[config.mk]
export PLATFORM = sky130hd
export DESIGN_NAME = adb_device_talk_responder
export DESIGN_NICKNAME = d
export VERILOG_FILES = /design/src/rtl/core/adbtr_pkg.sv /design/src/rtl/core/adb_device_talk_responder.sv /design/src/rtl/core/adbtr_front.sv /design/src/rtl/core/adbtr_queue.sv /design/src/rtl/core/adbtr_back.sv
export SDC_FILE = /design/constraint.sdc
export NUM_CORES = 1
export LEC_CHECK = 0
export BUFFER_PORTS_ARGS = -buffer_cell sky130_fd_sc_hd__buf_4
export CAP_MARGIN = 20
export CORE_MARGIN = 2
export CORE_UTILIZATION = 36
export CTS_BUF_LIST = sky130_fd_sc_hd__clkbuf_4
export CTS_CLUSTER_DIAMETER = 150
export DETAILED_ROUTE_END_ITERATION = 10
export PLACE_DENSITY = 0.5
export SYNTH_ARGS = -nofsm -noshare
export SYNTH_HDL_FRONTEND = slang
export SYNTH_HIERARCHICAL = 1
export SYNTH_SLANG_ARGS = --single-unit
[constraint.sdc]
create_clock -name clk -period 7.27 [get_ports clk]
set_input_delay 1.0905 -clock clk [delete_from_list [all_inputs] [get_ports clk]]
set_output_delay 1.0905 -clock clk [all_outputs]
set_load 0.05 [all_outputs]
[src/rtl/core/adbtr_pkg.sv]
`timescale 1ns / 1ps

package adbtr_pkg;

	// Reply frame geometry: a start cell, the data bits and a stop cell.
	localparam int REPLY_BITS  = 16;
	localparam int FRAME_CELLS = REPLY_BITS + 2;

	// Default depth of the queue between the front and the back.
	localparam int QUEUE_DEPTH = 4;

	// Configuration port geometry.
	localparam int CFG_IDX_W  = 3;
	localparam int CFG_DATA_W = 16;

	// Input item kinds.
	typedef enum logic [1:0] {
		FUNC_CMD   = 2'd0,
		FUNC_MOUSE = 2'd1,
		FUNC_KBD   = 2'd2,
		FUNC_MOD   = 2'd3
	} func_t;

	// Command and register codes in the low nibble of a command byte.
	localparam logic [3:0] OP_TALK0 = 4'hC;
	localparam logic [3:0] OP_TALK2 = 4'hE;
	localparam logic [3:0] OP_TALK3 = 4'hF;

	// Bits used to build replies.
	localparam logic [7:0] SKIP_KEY_UP  = 8'h80;
	localparam logic [7:0] SKIP_LOW     = 8'hFF;
	localparam logic [3:0] REG3_HI_NIB  = 4'h4;

	// Configuration register indexes.
	typedef enum logic [CFG_IDX_W-1:0] {
		CFG_MOUSE_ADDR = 3'd0,
		CFG_KBD_ADDR   = 3'd1,
		CFG_ZERO_LOW   = 3'd2,
		CFG_ONE_LOW    = 3'd3,
		CFG_CELL       = 3'd4,
		CFG_INTERFRAME = 3'd5,
		CFG_SKIP_WIN   = 3'd6
	} cfg_idx_t;

	// Configuration register reset values.
	localparam logic [3:0]  RST_MOUSE_ADDR = 4'd3;
	localparam logic [3:0]  RST_KBD_ADDR   = 4'd2;
	localparam logic [7:0]  RST_ZERO_LOW   = 8'd65;
	localparam logic [7:0]  RST_ONE_LOW    = 8'd35;
	localparam logic [7:0]  RST_CELL       = 8'd100;
	localparam logic [7:0]  RST_INTERFRAME = 8'd180;
	localparam logic [15:0] RST_SKIP_WIN   = 16'd90;

	typedef struct packed {
		logic [3:0]  mouse_address;
		logic [3:0]  keyboard_address;
		logic [7:0]  zero_low_us;
		logic [7:0]  one_low_us;
		logic [7:0]  cell_us;
		logic [7:0]  interframe_us;
		logic [15:0] skip_window_ms;
	} cfg_t;

	// Flag values after an item, repeated on every result of that item.
	typedef struct packed {
		logic mouse_srq;
		logic keyboard_srq;
		logic mouse_waiting;
		logic keyboard_waiting;
	} flags_t;

	// Work handed from the front to the back for one item.
	typedef struct packed {
		logic                  has_frame;
		logic [REPLY_BITS-1:0] word;
		flags_t                flags;
	} job_t;

	// One result item.
	typedef struct packed {
		logic       cell_valid;
		logic       bit_value;
		logic [7:0] low_us;
		logic [7:0] high_us;
		logic [7:0] gap_us;
		logic       last_cell;
		flags_t     flags;
	} res_t;

endpackage

[src/rtl/core/adb_device_talk_responder.sv]
`timescale 1ns / 1ps
// An accepted item goes into the job queue and then into the back's output register.
// Throughput: the front takes one item per cycle while the job queue has room.
// The back sends one result per cycle while results are popped: 18 bit cells for a job
// with a reply frame, a status item otherwise. Sustained rate is set by the back serialiser.
// Reset is asynchronous, active low: device state and queue clear, registers take defaults.

module adb_device_talk_responder #(
	parameter int QUEUE_DEPTH = adbtr_pkg::QUEUE_DEPTH
) (
	input  logic                               clk,
	input  logic                               arst_n,
	input  logic                               cfg_we,
	input  logic [adbtr_pkg::CFG_IDX_W-1:0]    cfg_index,
	input  logic [adbtr_pkg::CFG_DATA_W-1:0]   cfg_data,
	input  logic                               push,
	output logic                               full,
	input  logic [1:0]                         func,
	input  logic [7:0]                         cmd_byte,
	input  logic [15:0]                        report_word,
	input  logic                               skip_mark,
	input  logic [7:0]                         prev_keycode,
	input  logic [31:0]                        now_ms,
	output logic                               empty,
	input  logic                               pop,
	output logic                               cell_valid,
	output logic                               bit_value,
	output logic [7:0]                         low_us,
	output logic [7:0]                         high_us,
	output logic [7:0]                         gap_us,
	output logic                               last_cell,
	output logic                               mouse_srq,
	output logic                               keyboard_srq,
	output logic                               mouse_waiting,
	output logic                               keyboard_waiting
);

	adbtr_pkg::cfg_t cfg_q;
	adbtr_pkg::job_t push_job, head_job;
	adbtr_pkg::res_t res;
	logic            job_push, job_pop, q_empty, res_valid;

	// Configuration registers.
	always_ff @(posedge clk or negedge arst_n) begin
		if (!arst_n) begin
			cfg_q.mouse_address    <= adbtr_pkg::RST_MOUSE_ADDR;
			cfg_q.keyboard_address <= adbtr_pkg::RST_KBD_ADDR;
			cfg_q.zero_low_us      <= adbtr_pkg::RST_ZERO_LOW;
			cfg_q.one_low_us       <= adbtr_pkg::RST_ONE_LOW;
			cfg_q.cell_us          <= adbtr_pkg::RST_CELL;
			cfg_q.interframe_us    <= adbtr_pkg::RST_INTERFRAME;
			cfg_q.skip_window_ms   <= adbtr_pkg::RST_SKIP_WIN;
		end else if (cfg_we) begin
			unique case (adbtr_pkg::cfg_idx_t'(cfg_index))
				adbtr_pkg::CFG_MOUSE_ADDR: cfg_q.mouse_address    <= cfg_data[3:0];
				adbtr_pkg::CFG_KBD_ADDR:   cfg_q.keyboard_address <= cfg_data[3:0];
				adbtr_pkg::CFG_ZERO_LOW:   cfg_q.zero_low_us      <= cfg_data[7:0];
				adbtr_pkg::CFG_ONE_LOW:    cfg_q.one_low_us       <= cfg_data[7:0];
				adbtr_pkg::CFG_CELL:       cfg_q.cell_us          <= cfg_data[7:0];
				adbtr_pkg::CFG_INTERFRAME: cfg_q.interframe_us    <= cfg_data[7:0];
				adbtr_pkg::CFG_SKIP_WIN:   cfg_q.skip_window_ms   <= cfg_data;
				default: begin
				end
			endcase
		end
	end

	// Front: accepts items, keeps device state, decides the reply.
	adbtr_front u_front (
		.clk          (clk),
		.arst_n       (arst_n),
		.cfg          (cfg_q),
		.push         (push),
		.full         (full),
		.func         (func),
		.cmd_byte     (cmd_byte),
		.report_word  (report_word),
		.skip_mark    (skip_mark),
		.prev_keycode (prev_keycode),
		.now_ms       (now_ms),
		.job_push     (job_push),
		.job          (push_job)
	);

	// Queue of decided jobs between the front and the back.
	adbtr_queue #(
		.DEPTH (QUEUE_DEPTH)
	) u_queue (
		.clk    (clk),
		.arst_n (arst_n),
		.wr_en  (job_push),
		.wr_job (push_job),
		.full   (full),
		.rd_en  (job_pop),
		.rd_job (head_job),
		.empty  (q_empty)
	);

	// Back: serialises each job into bit cells or a status item.
	adbtr_back u_back (
		.clk       (clk),
		.arst_n    (arst_n),
		.cfg       (cfg_q),
		.job       (head_job),
		.job_empty (q_empty),
		.job_pop   (job_pop),
		.pop       (pop),
		.res_valid (res_valid),
		.res       (res)
	);

	assign empty            = !res_valid;
	assign cell_valid       = res.cell_valid;
	assign bit_value        = res.bit_value;
	assign low_us           = res.low_us;
	assign high_us          = res.high_us;
	assign gap_us           = res.gap_us;
	assign last_cell        = res.last_cell;
	assign mouse_srq        = res.flags.mouse_srq;
	assign keyboard_srq     = res.flags.keyboard_srq;
	assign mouse_waiting    = res.flags.mouse_waiting;
	assign keyboard_waiting = res.flags.keyboard_waiting;

`ifndef ASSERT_OFF
	// With nothing queued and nothing shown, no result can appear next cycle.
	a_no_phantom: assert property (@(posedge clk) disable iff (!arst_n)
		(q_empty && empty) |=> empty)
		else $error("result appeared without a queued job");

	// A status item is always the last result of its item.
	a_status_last: assert property (@(posedge clk) disable iff (!arst_n)
		(!empty && !cell_valid) |-> last_cell)
		else $error("status item not marked last");

	// Only the start cell carries the interframe gap, and it is a one.
	a_gap_start: assert property (@(posedge clk) disable iff (!arst_n)
		(!empty && cell_valid && gap_us != 8'd0) |-> bit_value)
		else $error("gap on a cell that is not the start cell");

	// The mouse requests service only while its report is pending.
	a_mouse_srq: assert property (@(posedge clk) disable iff (!arst_n)
		(!empty && mouse_srq) |-> mouse_waiting)
		else $error("mouse service request without a pending report");
`endif

endmodule

[src/rtl/core/adbtr_front.sv]
`timescale 1ns / 1ps

module adbtr_front (
	input  logic                              clk,
	input  logic                              arst_n,
	input  adbtr_pkg::cfg_t                   cfg,
	input  logic                              push,
	input  logic                              full,
	input  logic [1:0]                        func,
	input  logic [7:0]                        cmd_byte,
	input  logic [adbtr_pkg::REPLY_BITS-1:0]  report_word,
	input  logic                              skip_mark,
	input  logic [7:0]                        prev_keycode,
	input  logic [31:0]                       now_ms,
	output logic                              job_push,
	output adbtr_pkg::job_t                   job
);

	logic                             mouse_pending_q, kbd_pending_q, kbd_skip_q;
	logic                             mouse_srq_q, kbd_srq_q;
	logic [adbtr_pkg::REPLY_BITS-1:0] mouse_word_q, kbd_word_q, modifier_word_q;
	logic [7:0]                       last_key_q;
	logic [31:0]                      skip_time_q;

	logic                             mouse_pending_d, kbd_pending_d, kbd_skip_d;
	logic                             mouse_srq_d, kbd_srq_d;
	logic [adbtr_pkg::REPLY_BITS-1:0] mouse_word_d, kbd_word_d, modifier_word_d;
	logic [7:0]                       last_key_d;
	logic [31:0]                      skip_time_d;

	logic [3:0]                       addr, op;
	logic [7:0]                       key_up;
	logic [31:0]                      since_skip;
	logic                             in_window;
	logic                             has_frame;
	logic [adbtr_pkg::REPLY_BITS-1:0] frame_word;

	assign job_push = push && !full;

	assign addr       = cmd_byte[7:4];
	assign op         = cmd_byte[3:0];
	assign key_up     = last_key_q | adbtr_pkg::SKIP_KEY_UP;
	assign since_skip = now_ms - skip_time_q;
	assign in_window  = since_skip < {16'd0, cfg.skip_window_ms};

	// Classify the item and work out the next device state and the frame to send.
	always_comb begin
		mouse_pending_d = mouse_pending_q;
		kbd_pending_d   = kbd_pending_q;
		kbd_skip_d      = kbd_skip_q;
		mouse_srq_d     = mouse_srq_q;
		kbd_srq_d       = kbd_srq_q;
		mouse_word_d    = mouse_word_q;
		kbd_word_d      = kbd_word_q;
		modifier_word_d = modifier_word_q;
		last_key_d      = last_key_q;
		skip_time_d     = skip_time_q;
		has_frame       = 1'b0;
		frame_word      = '0;
		unique case (adbtr_pkg::func_t'(func))
			adbtr_pkg::FUNC_MOUSE: begin
				mouse_word_d    = report_word;
				mouse_pending_d = 1'b1;
			end
			adbtr_pkg::FUNC_KBD: begin
				kbd_word_d    = report_word;
				kbd_skip_d    = skip_mark;
				last_key_d    = prev_keycode;
				kbd_pending_d = 1'b1;
			end
			adbtr_pkg::FUNC_MOD: begin
				modifier_word_d = report_word;
			end
			adbtr_pkg::FUNC_CMD: begin
				// The mouse answers only talk register 0.
				if (addr == cfg.mouse_address) begin
					if (op == adbtr_pkg::OP_TALK0 && mouse_pending_q) begin
						has_frame       = 1'b1;
						frame_word      = mouse_word_q;
						mouse_pending_d = 1'b0;
						mouse_srq_d     = 1'b0;
					end
				end else if (mouse_pending_q) begin
					mouse_srq_d = 1'b1;
				end
				// The keyboard stays silent when the mouse has already replied.
				if (addr == cfg.keyboard_address) begin
					if (!has_frame) begin
						if (op == adbtr_pkg::OP_TALK0 && kbd_pending_q) begin
							if (kbd_skip_q) begin
								// Skipped key: send a key-up of the previous key.
								kbd_skip_d  = 1'b0;
								last_key_d  = key_up;
								kbd_word_d  = {key_up, adbtr_pkg::SKIP_LOW};
								skip_time_d = now_ms;
								kbd_srq_d   = 1'b0;
								has_frame   = 1'b1;
								frame_word  = {key_up, adbtr_pkg::SKIP_LOW};
							end else if (!in_window) begin
								kbd_srq_d  = 1'b0;
								has_frame  = 1'b1;
								frame_word = kbd_word_q;
							end
							kbd_pending_d = 1'b0;
						end else if (op == adbtr_pkg::OP_TALK2) begin
							has_frame  = 1'b1;
							frame_word = modifier_word_q;
						end else if (op == adbtr_pkg::OP_TALK3) begin
							has_frame  = 1'b1;
							frame_word = {adbtr_pkg::REG3_HI_NIB, cfg.keyboard_address, 8'h00};
						end
					end
				end else if (kbd_pending_q) begin
					kbd_srq_d = 1'b1;
				end
			end
			default: begin
			end
		endcase
	end

	// Hand the job to the queue with the flags as they stand after the item.
	always_comb begin
		job.has_frame              = has_frame;
		job.word                   = frame_word;
		job.flags.mouse_srq        = mouse_srq_d;
		job.flags.keyboard_srq     = kbd_srq_d;
		job.flags.mouse_waiting    = mouse_pending_d;
		job.flags.keyboard_waiting = kbd_pending_d;
	end

	// Device state registers, updated on each accepted item.
	always_ff @(posedge clk or negedge arst_n) begin
		if (!arst_n) begin
			mouse_pending_q <= 1'b0;
			kbd_pending_q   <= 1'b0;
			kbd_skip_q      <= 1'b0;
			mouse_srq_q     <= 1'b0;
			kbd_srq_q       <= 1'b0;
			mouse_word_q    <= '0;
			kbd_word_q      <= '0;
			modifier_word_q <= '0;
			last_key_q      <= '0;
			skip_time_q     <= '0;
		end else if (job_push) begin
			mouse_pending_q <= mouse_pending_d;
			kbd_pending_q   <= kbd_pending_d;
			kbd_skip_q      <= kbd_skip_d;
			mouse_srq_q     <= mouse_srq_d;
			kbd_srq_q       <= kbd_srq_d;
			mouse_word_q    <= mouse_word_d;
			kbd_word_q      <= kbd_word_d;
			modifier_word_q <= modifier_word_d;
			last_key_q      <= last_key_d;
			skip_time_q     <= skip_time_d;
		end
	end

endmodule

[src/rtl/core/adbtr_queue.sv]
`timescale 1ns / 1ps

module adbtr_queue #(
	parameter int DEPTH = adbtr_pkg::QUEUE_DEPTH
) (
	input  logic            clk,
	input  logic            arst_n,
	input  logic            wr_en,
	input  adbtr_pkg::job_t wr_job,
	output logic            full,
	input  logic            rd_en,
	output adbtr_pkg::job_t rd_job,
	output logic            empty
);

	localparam int PTR_W = $clog2(DEPTH);
	localparam int CNT_W = $clog2(DEPTH + 1);

	adbtr_pkg::job_t  mem_q [DEPTH];
	logic [PTR_W-1:0] wr_ptr_q, rd_ptr_q;
	logic [CNT_W-1:0] count_q;

	assign full   = count_q == CNT_W'(DEPTH);
	assign empty  = count_q == '0;
	assign rd_job = mem_q[rd_ptr_q];

	// Job storage.
	always_ff @(posedge clk) begin
		if (wr_en) begin
			mem_q[wr_ptr_q] <= wr_job;
		end
	end

	// Pointers and fill count.
	always_ff @(posedge clk or negedge arst_n) begin
		if (!arst_n) begin
			wr_ptr_q <= '0;
			rd_ptr_q <= '0;
			count_q  <= '0;
		end else begin
			if (wr_en) begin
				wr_ptr_q <= (wr_ptr_q == PTR_W'(DEPTH - 1)) ? '0 : wr_ptr_q + 1'b1;
			end
			if (rd_en) begin
				rd_ptr_q <= (rd_ptr_q == PTR_W'(DEPTH - 1)) ? '0 : rd_ptr_q + 1'b1;
			end
			if (wr_en && !rd_en) begin
				count_q <= count_q + 1'b1;
			end else if (rd_en && !wr_en) begin
				count_q <= count_q - 1'b1;
			end
		end
	end

endmodule

[src/rtl/core/adbtr_back.sv]
`timescale 1ns / 1ps

module adbtr_back (
	input  logic            clk,
	input  logic            arst_n,
	input  adbtr_pkg::cfg_t cfg,
	input  adbtr_pkg::job_t job,
	input  logic            job_empty,
	output logic            job_pop,
	input  logic            pop,
	output logic            res_valid,
	output adbtr_pkg::res_t res
);

	localparam int CNT_W = $clog2(adbtr_pkg::FRAME_CELLS);
	localparam int IDX_W = $clog2(adbtr_pkg::REPLY_BITS);

	logic [CNT_W-1:0] cnt_q;
	logic             res_valid_q;
	adbtr_pkg::res_t  res_q, res_d;
	logic             load, cell_last;
	logic [IDX_W-1:0] bit_pos;
	logic             bit_d;
	logic [7:0]       lo_d;

	assign res_valid = res_valid_q;
	assign res       = res_q;

	// A new result goes to the output register when it is free or being taken.
	assign load      = (!res_valid_q || pop) && !job_empty;
	assign cell_last = !job.has_frame || cnt_q == CNT_W'(adbtr_pkg::FRAME_CELLS - 1);
	assign job_pop   = load && cell_last;

	// Start cell is one, data bits MSB first, stop cell is zero.
	assign bit_pos = IDX_W'(CNT_W'(adbtr_pkg::REPLY_BITS) - cnt_q);
	always_comb begin
		if (cnt_q == '0) begin
			bit_d = 1'b1;
		end else if (cnt_q == CNT_W'(adbtr_pkg::FRAME_CELLS - 1)) begin
			bit_d = 1'b0;
		end else begin
			bit_d = job.word[bit_pos];
		end
	end
	assign lo_d = bit_d ? cfg.one_low_us : cfg.zero_low_us;

	// Build the result: a bit cell, or a status item for a job without a frame.
	always_comb begin
		res_d.flags     = job.flags;
		res_d.last_cell = cell_last;
		if (job.has_frame) begin
			res_d.cell_valid = 1'b1;
			res_d.bit_value  = bit_d;
			res_d.low_us     = lo_d;
			res_d.high_us    = (cfg.cell_us > lo_d) ? cfg.cell_us - lo_d : 8'd0;
			res_d.gap_us     = (cnt_q == '0) ? cfg.interframe_us : 8'd0;
		end else begin
			res_d.cell_valid = 1'b0;
			res_d.bit_value  = 1'b0;
			res_d.low_us     = 8'd0;
			res_d.high_us    = 8'd0;
			res_d.gap_us     = 8'd0;
		end
	end

	// Output register payload.
	always_ff @(posedge clk) begin
		if (load) begin
			res_q <= res_d;
		end
	end

	// Output valid and cell counter.
	always_ff @(posedge clk or negedge arst_n) begin
		if (!arst_n) begin
			res_valid_q <= 1'b0;
			cnt_q       <= '0;
		end else begin
			if (load) begin
				res_valid_q <= 1'b1;
				cnt_q       <= cell_last ? '0 : cnt_q + 1'b1;
			end else if (pop) begin
				res_valid_q <= 1'b0;
			end
		end
	end

endmodule
=== After elaboration in Yosys (flattened, before gate mapping) ===
Memories as Yosys holds them, arrays and structs flattened.
Cells that the tools add are included.

* Flip-flop bits (word level): 192
* Bits in writable memories: 84
* Input bits: 91
* Output and inout port bits: 33
* Logic and storage cells: 174
* Memories: 1

* Add/sub/neg operators: 8
* Magnitude comparators: 3
* Equal/unequal tests: 22
* Mux-type cells: 69
* Bitwise operators: 2
* Reductions and logical operators: 37

{| class="wikitable"
|+ Memories
! name !! words !! bits a word !! read ports !! clocked after memory_dff !! write ports !! line !! source
|-
| u_queue.mem_q || 4 || 21 || 1 || 0 || 1 || adbtr_queue.sv:19 || <nowiki>adbtr_pkg::job_t mem_q [DEPTH];</nowiki>
|}

{| class="wikitable"
|+ Operators by type and width
! cell !! number
|-
| two-way mux 16 bit || 14
|-
| two-way mux 1 bit || 37
|-
| < comparator 32 x 16 -> 1 bit || 1
|-
| case mux 16 bit (2 select lines) || 1
|-
| subtractor 32 bit || 1
|-
| two-way mux 26 bit || 1
|-
| two-way mux 8 bit || 3
|-
| AND reduction 2 bit || 11
|-
| two-way mux 7 bit || 3
|-
| case mux 7 bit (2 select lines) || 1
|-
| == test 3 bit (second input constant) || 4
|-
| == test 4 bit (second input constant) || 3
|-
| AND reduction 6 bit || 2
|-
| == test 2 bit (second input constant) || 4
|-
| == test 4 bit || 2
|-
| greater-than comparator 8 bit || 1
|-
| subtractor 8 bit || 1
|-
| logical AND 1 bit || 7
|-
| == test 3 x 2 -> 1 bit (second input constant) || 2
|-
| zero test 1 bit || 6
|-
| zero test 3 bit || 2
|-
| two-way mux 3 bit || 2
|-
| inequality test 2 x 1 -> 1 bit (second input constant) || 3
|-
| case mux 1 bit (2 select lines) || 3
|-
| 20 further kinds || 26
|}

=== Logic depth before layout (Yosys ltp) ===
Gate-level depths: netlist (run 1).

* Depth in word-level cells: 10
* Mapped depth: 22
* Gate-level depth less buffers: 21

=== Modules after synthesis ===
The synthesis (run 1) kept the hierarchy.

{| class="wikitable"
|+ Modules (own cells, without submodules)
! module !! instances !! cells each !! area each (um^2)
|-
| adbtr_front || 1 || 801 || 6906.6
|-
| adbtr_queue || 1 || 147 || 3477.1
|-
| adb_device_talk_responder || 1 || 126 || 2204.6
|-
| adbtr_back || 1 || 157 || 1984.4
|}

=== Worst setup path before layout (run 1) ===
Ideal clock, no wire load.

* Path kind: input to register
* Start point: in now_ms[7]
* End point: mem u_queue/mem_q[0][10] (netlist name) (data pin)
* Setup time: 0.264 ns
* Data arrival time: 5.026 ns
* Slack: 1.980 ns
* Stages on the path: 19
* Path buffers: 1
* Cell sequence: ha_1 > a211o_1 > a21oi_1 > nor2_1 > or3b_2 > a21oi_1 > xnor2_1 > ha_1 > nand2_1 > o221ai_1 > a21oi_1 > o221ai_1 > or4_1 > nor3_2 > nand4_1 > nor4b_4 > nand3_4 > buf_6 > o21a_1

{| class="wikitable"
|+ RTL lines
! element !! line !! source
|-
| from (decl) || adb_device_talk_responder.sv:23 || <nowiki>input logic [31:0] now_ms,</nowiki>
|-
| to (decl) || adbtr_queue.sv:19 ||
|}

==> run metrics, run 1 <==
DP HPWL about 24000 um; DIE WIDTH 205.2 um; wire length of the first global-routing pass 55520 um; max incr delay on CP ~760 ps; Post-CTS Setup Bufs 0; cell area after synthesis 14570 um^2; DP Worst Slack about 1100 ps; Final Hold Fails 0; largest net degree at the start of global routing 66; antenna violations before repair 3; Clk Latency, worst-skew pair 740 ps; Pwr per Cell Area 341.2 nW/um^2; WP buf/inv 2; Required @ worst endpoint 7710 ps; Int Power 3.800 mW; DP Area 15990 um^2; FP Rows between 70 and 80; worst hold path class in -> async; Die Height between 200 and 250 um; Leakage roughly 7.2 nW; Max VDD drop 157.9 uV; Worst-path clk slew 60 ps; Setup CP Type reg -> reg; vias in the first global route 10120; CP Capture Type flop; Setup Viol. Count Final 0; RSZ-0062 raised after global routing no; Vias 10090; count leader, synth dfrtp_1; port buffer count roughly 120; Mapped Cells 1231; Slew @ Worst Pin ~1100 ps; combinational power share between 30 and 40%; CP Max Fanout 12; DRT iter0 DRCs 517; Netlist cell types 87; num ports 124; NumNets Final about 1600; CTS H-tree depth 3; switching pwr 2.024 mW; Synth top area share 24.38%; area of the core 39820 um^2; clk sinks about 280; fin util 42.86%; CP max stage cell o31ai_1; Ys Warns 6; FFs w/ async S/R, synth 58.33%; hold_buf cts 0; clock buffer depth 3; Detailed Route WL 34980 um; gr usage total 17.10%; max-cap violations 0; vias per inst 5.105; Slew Viols, Final 0; Synth Register Bits 276; Final Worst Setup Slack 1520 ps; fillers a little under 4000; WP data arrival 6190 ps; CP delay by family, top compound AO/OA/AOI/OAI gates; Syn-to-layout area delta 17.11%; PostCTS Resize Cnt 0; Layout Skew roughly 50 ps; TritonCTS clock tree built; design area 17070 um^2; EDFF count, synth 115; GRT Residual Overflow 0; number of buffers created by CTS 77; Clock power frac 25.8%; register area share after synthesis 51.51%; TritonRoute pass-1 iters 5; min Tclk post-route 5750 ps; drt drc 0; setup TNS 0 ps; Worst path most repeated cell mux4_2; initial core utilization 36.59%; drt wl/cell between 15 and 20 um; ordered cell list for the critical path buf_4 -> mux4_2 -> mux4_1 -> mux4_2 -> o21ai_4 -> mux2_4 -> ha_1 -> inv_1 -> fa_1 -> a21o_1 -> a21oi_1 -> nor2_1 -> o31a_1 -> o31ai_1 -> nor3_1; share of power burned in registers 40.4%; CTS root buffer clkbuf_4; syn_area_per_cell 11.84 um^2; post-route ant nets 0; Synth top cells by count 142 x dfrtp_1, 115 x edfxtp_1, 98 x nand2_1; CP Launch Type flop; dominant register cell in the synthesized netlist dfrtp_1; Sw Ratio 34.76%; Die ar. approximately 42000 um^2; ranking of synthesized cells by area dfrtp_1 24%, edfxtp_1 24%, mux2_2 5.5%; Placer Congestion between 0.8 and 0.9; leading area contributor after synthesis dfrtp_1; Mapped Nets ~1400; Rel. slew slack approximately 28%; status complete, no violations; fmax 173.9 MHz; share of layout cells above drive strength 1 28.52%; Final Cycle Share 79.09%
==> stage by stage <==
| stage | power (mW) | instances | hold slack, ps |
|---|---|---|---|
| floorplan | 3.808 | 1231 | 445.6 |
| global placement | 4.351 | 1838 | 461.5 |
| detailed placement | 4.379 | 1838 | 471.8 |
| CTS | 5.939 | 1972 | 292.8 |
| global route | 6.250 | 1976 | 320.4 |
| finish | 5.824 | 1976 | 359.5 |
==> area by class of cell <==
cell class | instances | area, um^2 | area share [%]
Inverter | 70 | 262.8 | 1.540
Tap cell | 525 | 656.9 | 3.849
Multi-Input combinational cell | 826 | 6499 | 38.08
Timing Repair Buffer | 142 | 1090 | 6.386
Sequential cell | 276 | 7506 | 43.98
Antenna cell | 3 | 7.507 | 0.04399
Clock inverter | 15 | 151.4 | 0.8871
Clock buffer | 119 | 893.4 | 5.235
==> metal layers <==
metal / track usage (%) / vias to the layer above / share of wire [%]
met2: 27.04 / 237 / 47
li1: - / 4896 / -
met4: 6.346 / 0 / 2.2
met1: 23.01 / 4897 / 47
met5: 0 / - / 0
met3: 3.849 / 58 / 4.6
==> power groups by stage <==
stage,logic (mW),clock network (mW),registers (mW)
2_1_floorplan,1.26,0,2.55
5_1_grt,2.18,1.66,2.41
6_report,1.97,1.50,2.35
3_5_place_dp,1.99,0,2.39
4_1_cts,2.00,1.58,2.36
3_3_place_gp,1.98,0,2.38
==> cell families after synthesis <==
family | after synthesis | share of synthesized area, %
compound gates | 257 | 11.74
fa+ha+maj | 66 | 5.821
mux | 146 | 13.34
xor+xnor | 39 | 2.344
flops | 276 | 51.51
buf+inv | 129 | 4.018
simple gates | 318 | 11.23
==> registers in the layout, indices dropped and copies added, names as in the netlist <==
| signal | flops |
|---|---|
| u_back/cnt_q | 5 |
| u_front/kbd_pending_q | 1 |
| u_front/skip_time_q | 32 |
| u_front/kbd_word_q | 16 |
| u_queue/wr_ptr_q | 2 |
| u_front/mouse_srq_q | 1 |
| u_back/res_valid | 1 |
| u_front/mouse_word_q | 16 |
| u_front/kbd_skip_q | 1 |
| u_queue/count_q | 3 |
| u_front/last_key_q | 7 |
| u_back/res | 31 |
| u_front/mouse_pending_q | 1 |
| u_queue/mem_q | 84 |
| u_queue/rd_ptr_q | 2 |
| u_front/kbd_srq_q | 1 |
| u_front/modifier_word_q | 16 |
| cfg_q | 56 |
==> placed cells by master (no fill, tap or decap), drive strengths merged, types with 10 or more instances in the layout <==
master / count
o31ai: 13
nand3: 18
or3b: 10
inv: 73
dfstp: 19
and3: 11
buf: 142
xnor2: 19
mux2: 102
dfrtp: 142
a21o: 19
clkbuf: 119
o21ai: 69
mux4: 26
nor2: 96
nand4: 12
a21oi: 72
ha: 63
nor3: 16
o21a: 16
mux2i: 18
nand2: 98
xor2: 20
edfxtp: 115
==> final timing paths <==
| check | startpoint | end | slack [ps] | cells past startpoint |
|---|---|---|---|---|
| worst max-delay path | u_queue/rd_ptr_q[0] | u_back/res[20] | 1520 | 15 |
| worst min-delay path | arst_n | u_front/last_key_q[5] | 360 | 1 |
| worst max register to register | u_queue/rd_ptr_q[0] | u_back/res[20] | 1520 | 15 |
| worst min register to register | u_front/mouse_srq_q | u_front/mouse_srq_q | 480 | 2 |
| max in group asynchronous | arst_n | u_back/cnt_q[4] | 5680 | 2 |
| min in group clk | u_front/mouse_srq_q | u_front/mouse_srq_q | 480 | 2 |
No activity file was read; power rests on OpenSTA's default activity.
==> inputs of run 2 (changes only) <==
--- a/config.mk
+++ b/config.mk
@@ -12,7 +12,7 @@
 export CTS_BUF_LIST = sky130_fd_sc_hd__clkbuf_4
 export CTS_CLUSTER_DIAMETER = 150
 export DETAILED_ROUTE_END_ITERATION = 10
-export PLACE_DENSITY = 0.5
+export PLACE_DENSITY = 0.52
 export SYNTH_ARGS = -nofsm -noshare
 export SYNTH_HDL_FRONTEND = slang
 export SYNTH_HIERARCHICAL = 1
==> constraint.sdc (replaced) <==
create_clock -name clk -period 4.8 [get_ports clk]
set_input_delay 0.72 -clock clk [delete_from_list [all_inputs] [get_ports clk]]
set_output_delay 0.72 -clock clk [all_outputs]
set_load 0.05 [all_outputs]
==> run 2 against run 1 <==
The run now ends with negative setup slack left. Largest cell class unchanged. Global-route usage increased by 0.56 points. Core utilization rose by 1.8 points. Wire length grew 2.8%. Critical path type unchanged.
==> run metrics, run 2 (synthesis gave the netlist of run 1 again) <==
area of the multi-input gates 6651 um^2 (was 6499 um^2); Rel. slew slack 31.03% (was 27.89%); Design Power 8.908 mW (was 5.824 mW); DRT iter0 DRCs 476 (was 517); Clock power frac 23.7% (was 25.8%); min Tclk post-route 4819 ps (was 5750 ps); drt wl/cell 17.48 um (was 17.70 um); Max VDD drop 206.8 uV (was 157.9 uV); NumNets Final 1631 (was 1550); wire length of the first global-routing pass 57700 um (was 55520 um); Placer Congestion 0.8469 (was 0.8216); CP Max Fanout 4 (was 12); GRT Residual Overflow 0 (unchanged); Final Hold Fails 0 (unchanged); Int Power 5.786 mW (was 3.800 mW); Leakage 7.630 nW (was 7.244 nW); share of power burned in registers 39.4% (was 40.4%); number of buffers created by CTS 80 (was 77); num ports 124 (unchanged); Worst R2R Setup Slack -20 ps (was 1520 ps); WP data arrival 5340 ps (was 6190 ps); antenna violations before repair 1 (was 3); CP Capture Type flop (unchanged); Worst-path clk slew 60 ps (about the same); Vias 10440 (was 10090); RSZ-0062 raised after global routing yes (was no); Detailed Route WL 35970 um (was 34980 um); Die ar. 42110 um^2 (unchanged); Pwr per Cell Area 500.6 nW/um^2 (was 341.2 nW/um^2); worst hold path class in -> reg (was in -> async); hold slack 223.8 ps (was 359.5 ps); TritonCTS clock tree built (unchanged); post-route ant nets 0 (unchanged); Setup CP Type reg -> reg (unchanged); Layout Skew 55.44 ps (was 49.22 ps); status finished, violations left (was complete, no violations); CP Launch Type flop (unchanged); initial core utilization 36.59% (unchanged); DP HPWL 25890 um (was 24430 um); vias in the first global route 10620 (was 10120); commonest non-fill, non-tap cells in the layout 211 x buf_4, 141 x dfrtp_1, 117 x clkbuf_4, 115 x edfxtp_1, 98 x nand2_1 (was 142 x dfrtp_1, 140 x buf_4, 119 x clkbuf_4, 115 x edfxtp_1, 98 x nand2_1); Die Height 205.2 um (unchanged); gr usage total 17.66% (was 17.10%); TritonRoute pass-1 iters 4 (was 5); fmax 207.5 MHz (was 173.9 MHz); CTS H-tree depth 3 (unchanged); clock buffer depth 3 (unchanged); area of the core 39820 um^2 (unchanged); most common cell after layout, fill and taps aside buf_4 (was dfrtp_1); final non-filler cell total 2058 (was 1976); share of layout cells above drive strength 1 33.57% (was 28.52%); register area 7507 um^2 (was 7506 um^2); Sw Ratio 35.05% (was 34.76%); vias per inst 5.073 (was 5.105); FP Rows 73 (unchanged); fillers 3875 (was 3889); Final Cycle Share 100.4% (was 79.09%); Setup Viol. Count Final 39 (was 0); largest net degree at the start of global routing 69 (was 66); CTS root buffer clkbuf_4 (unchanged); dpl cells 1911 (was 1838); drt drc 0 (unchanged); max-cap violations 0 (unchanged); max reg flops 84 (unchanged); Slew @ Worst Pin 1032 ps (was 1078 ps); top flop regs u_queue/mem_q x84, cfg_q x56, u_front/skip_time_q x32 (unchanged); DIE WIDTH 205.2 um (unchanged); port buffer count 122 (unchanged); Required @ worst endpoint 5320 ps (was 7710 ps); combinational power share 36.9% (was 33.8%); Syn-to-layout area delta 22.11% (was 17.11%); switching pwr 3.122 mW (was 2.024 mW); failing checks negative setup slack; fin util 44.68% (was 42.86%); clk sinks 276 (unchanged); Clk Latency, worst-skew pair 730 ps (was 740 ps); Final Worst Setup Slack -19.06 ps (was 1520 ps); DP Worst Slack -600.3 ps (was 1107 ps); Slew Viols, Final 0 (unchanged); Most flops, register u_queue/mem_q (unchanged)
[run 2: stage by stage]
step	TNS (ps)	instance area [um^2]
3_5_place_dp	-34700	16590
4_1_cts	0	17580
5_1_grt	-21500	17790
6_report	-313.5	17790
3_3_place_gp	-28510	16590
2_1_floorplan	0	14580
[run 2: power groups by stage]
| stage | sequential, mW | clock, mW | combinational, mW |
|---|---|---|---|
| after floorplan | 3.87 | 0 | 1.91 |
| after global placement | 3.54 | 0 | 3.25 |
| after detailed placement | 3.56 | 0 | 3.28 |
| after CTS | 3.51 | 2.22 | 3.29 |
| after global routing | 3.59 | 2.34 | 3.64 |
| final | 3.51 | 2.11 | 3.29 |
[run 2: final timing paths]
kind | startpoint | end | cells after the start
setup / recovery | u_front/skip_time_q[1] | u_queue/mem_q[3][2] | 19
hold / removal | cfg_data[13] | cfg_q[13] | 2
setup reg to reg | u_front/skip_time_q[1] | u_queue/mem_q[3][2] | 19
hold reg to reg | u_front/mouse_srq_q | u_front/mouse_srq_q | 2
max in group asynchronous | arst_n | u_queue/rd_ptr_q[0] | 3
min in group asynchronous | arst_n | u_front/mouse_word_q[0] | 2
[run 2: cell type report]
class / count / area share, %
Timing Repair Buffer: 220 / 9.738
Tap cell: 525 / 3.691
Sequential cell: 276 / 42.19
Clock buffer: 117 / 4.936
Multi-Input combinational cell: 826 / 37.38
Antenna cell: 2 / 0.02813
Clock inverter: 22 / 0.5625
Inverter: 70 / 1.477
[run 2: worst max-delay path: stages (launching register included)]
cell and delay (ps):
dfrtp_1 370, inv_1 70, ha_1 280, nor2b_4 130, o2111a_2 270, o211ai_1 350, nand2_1 130, a31oi_1 230
xnor2_1 110, ha_1 330, a21oi_1 160, o221ai_1 120, a21oi_1 170, o221ai_1 120, or4_1 500, nor3_2 120
nand4_1 160, nor4b_4 400, and4b_2 320, o32a_1 290
[run 2: repair_timing]
action | in CTS | in global routing
hold buffers | 1 | 0
gates cloned | 0 | 1
resized for setup | 2 | 27
setup endpoints to repair | 68 | 81
pin swaps | 0 | 13
endpoints found under the hold margin | 57 | 0
setup buffers | 0 | 3
[run 2: layer usage]
metal | track usage, % | up-vias | part of all wire [%] | wire length, um
met2 | 27.90 | 235 | 47 | 16840
li1 | - | 5073 | - | -
met3 | 3.579 | 67 | 4.2 | 1518
met5 | 0 | - | 0 | 0
met4 | 6.398 | 0 | 2.6 | 922
met1 | 24.10 | 5065 | 46 | 16690
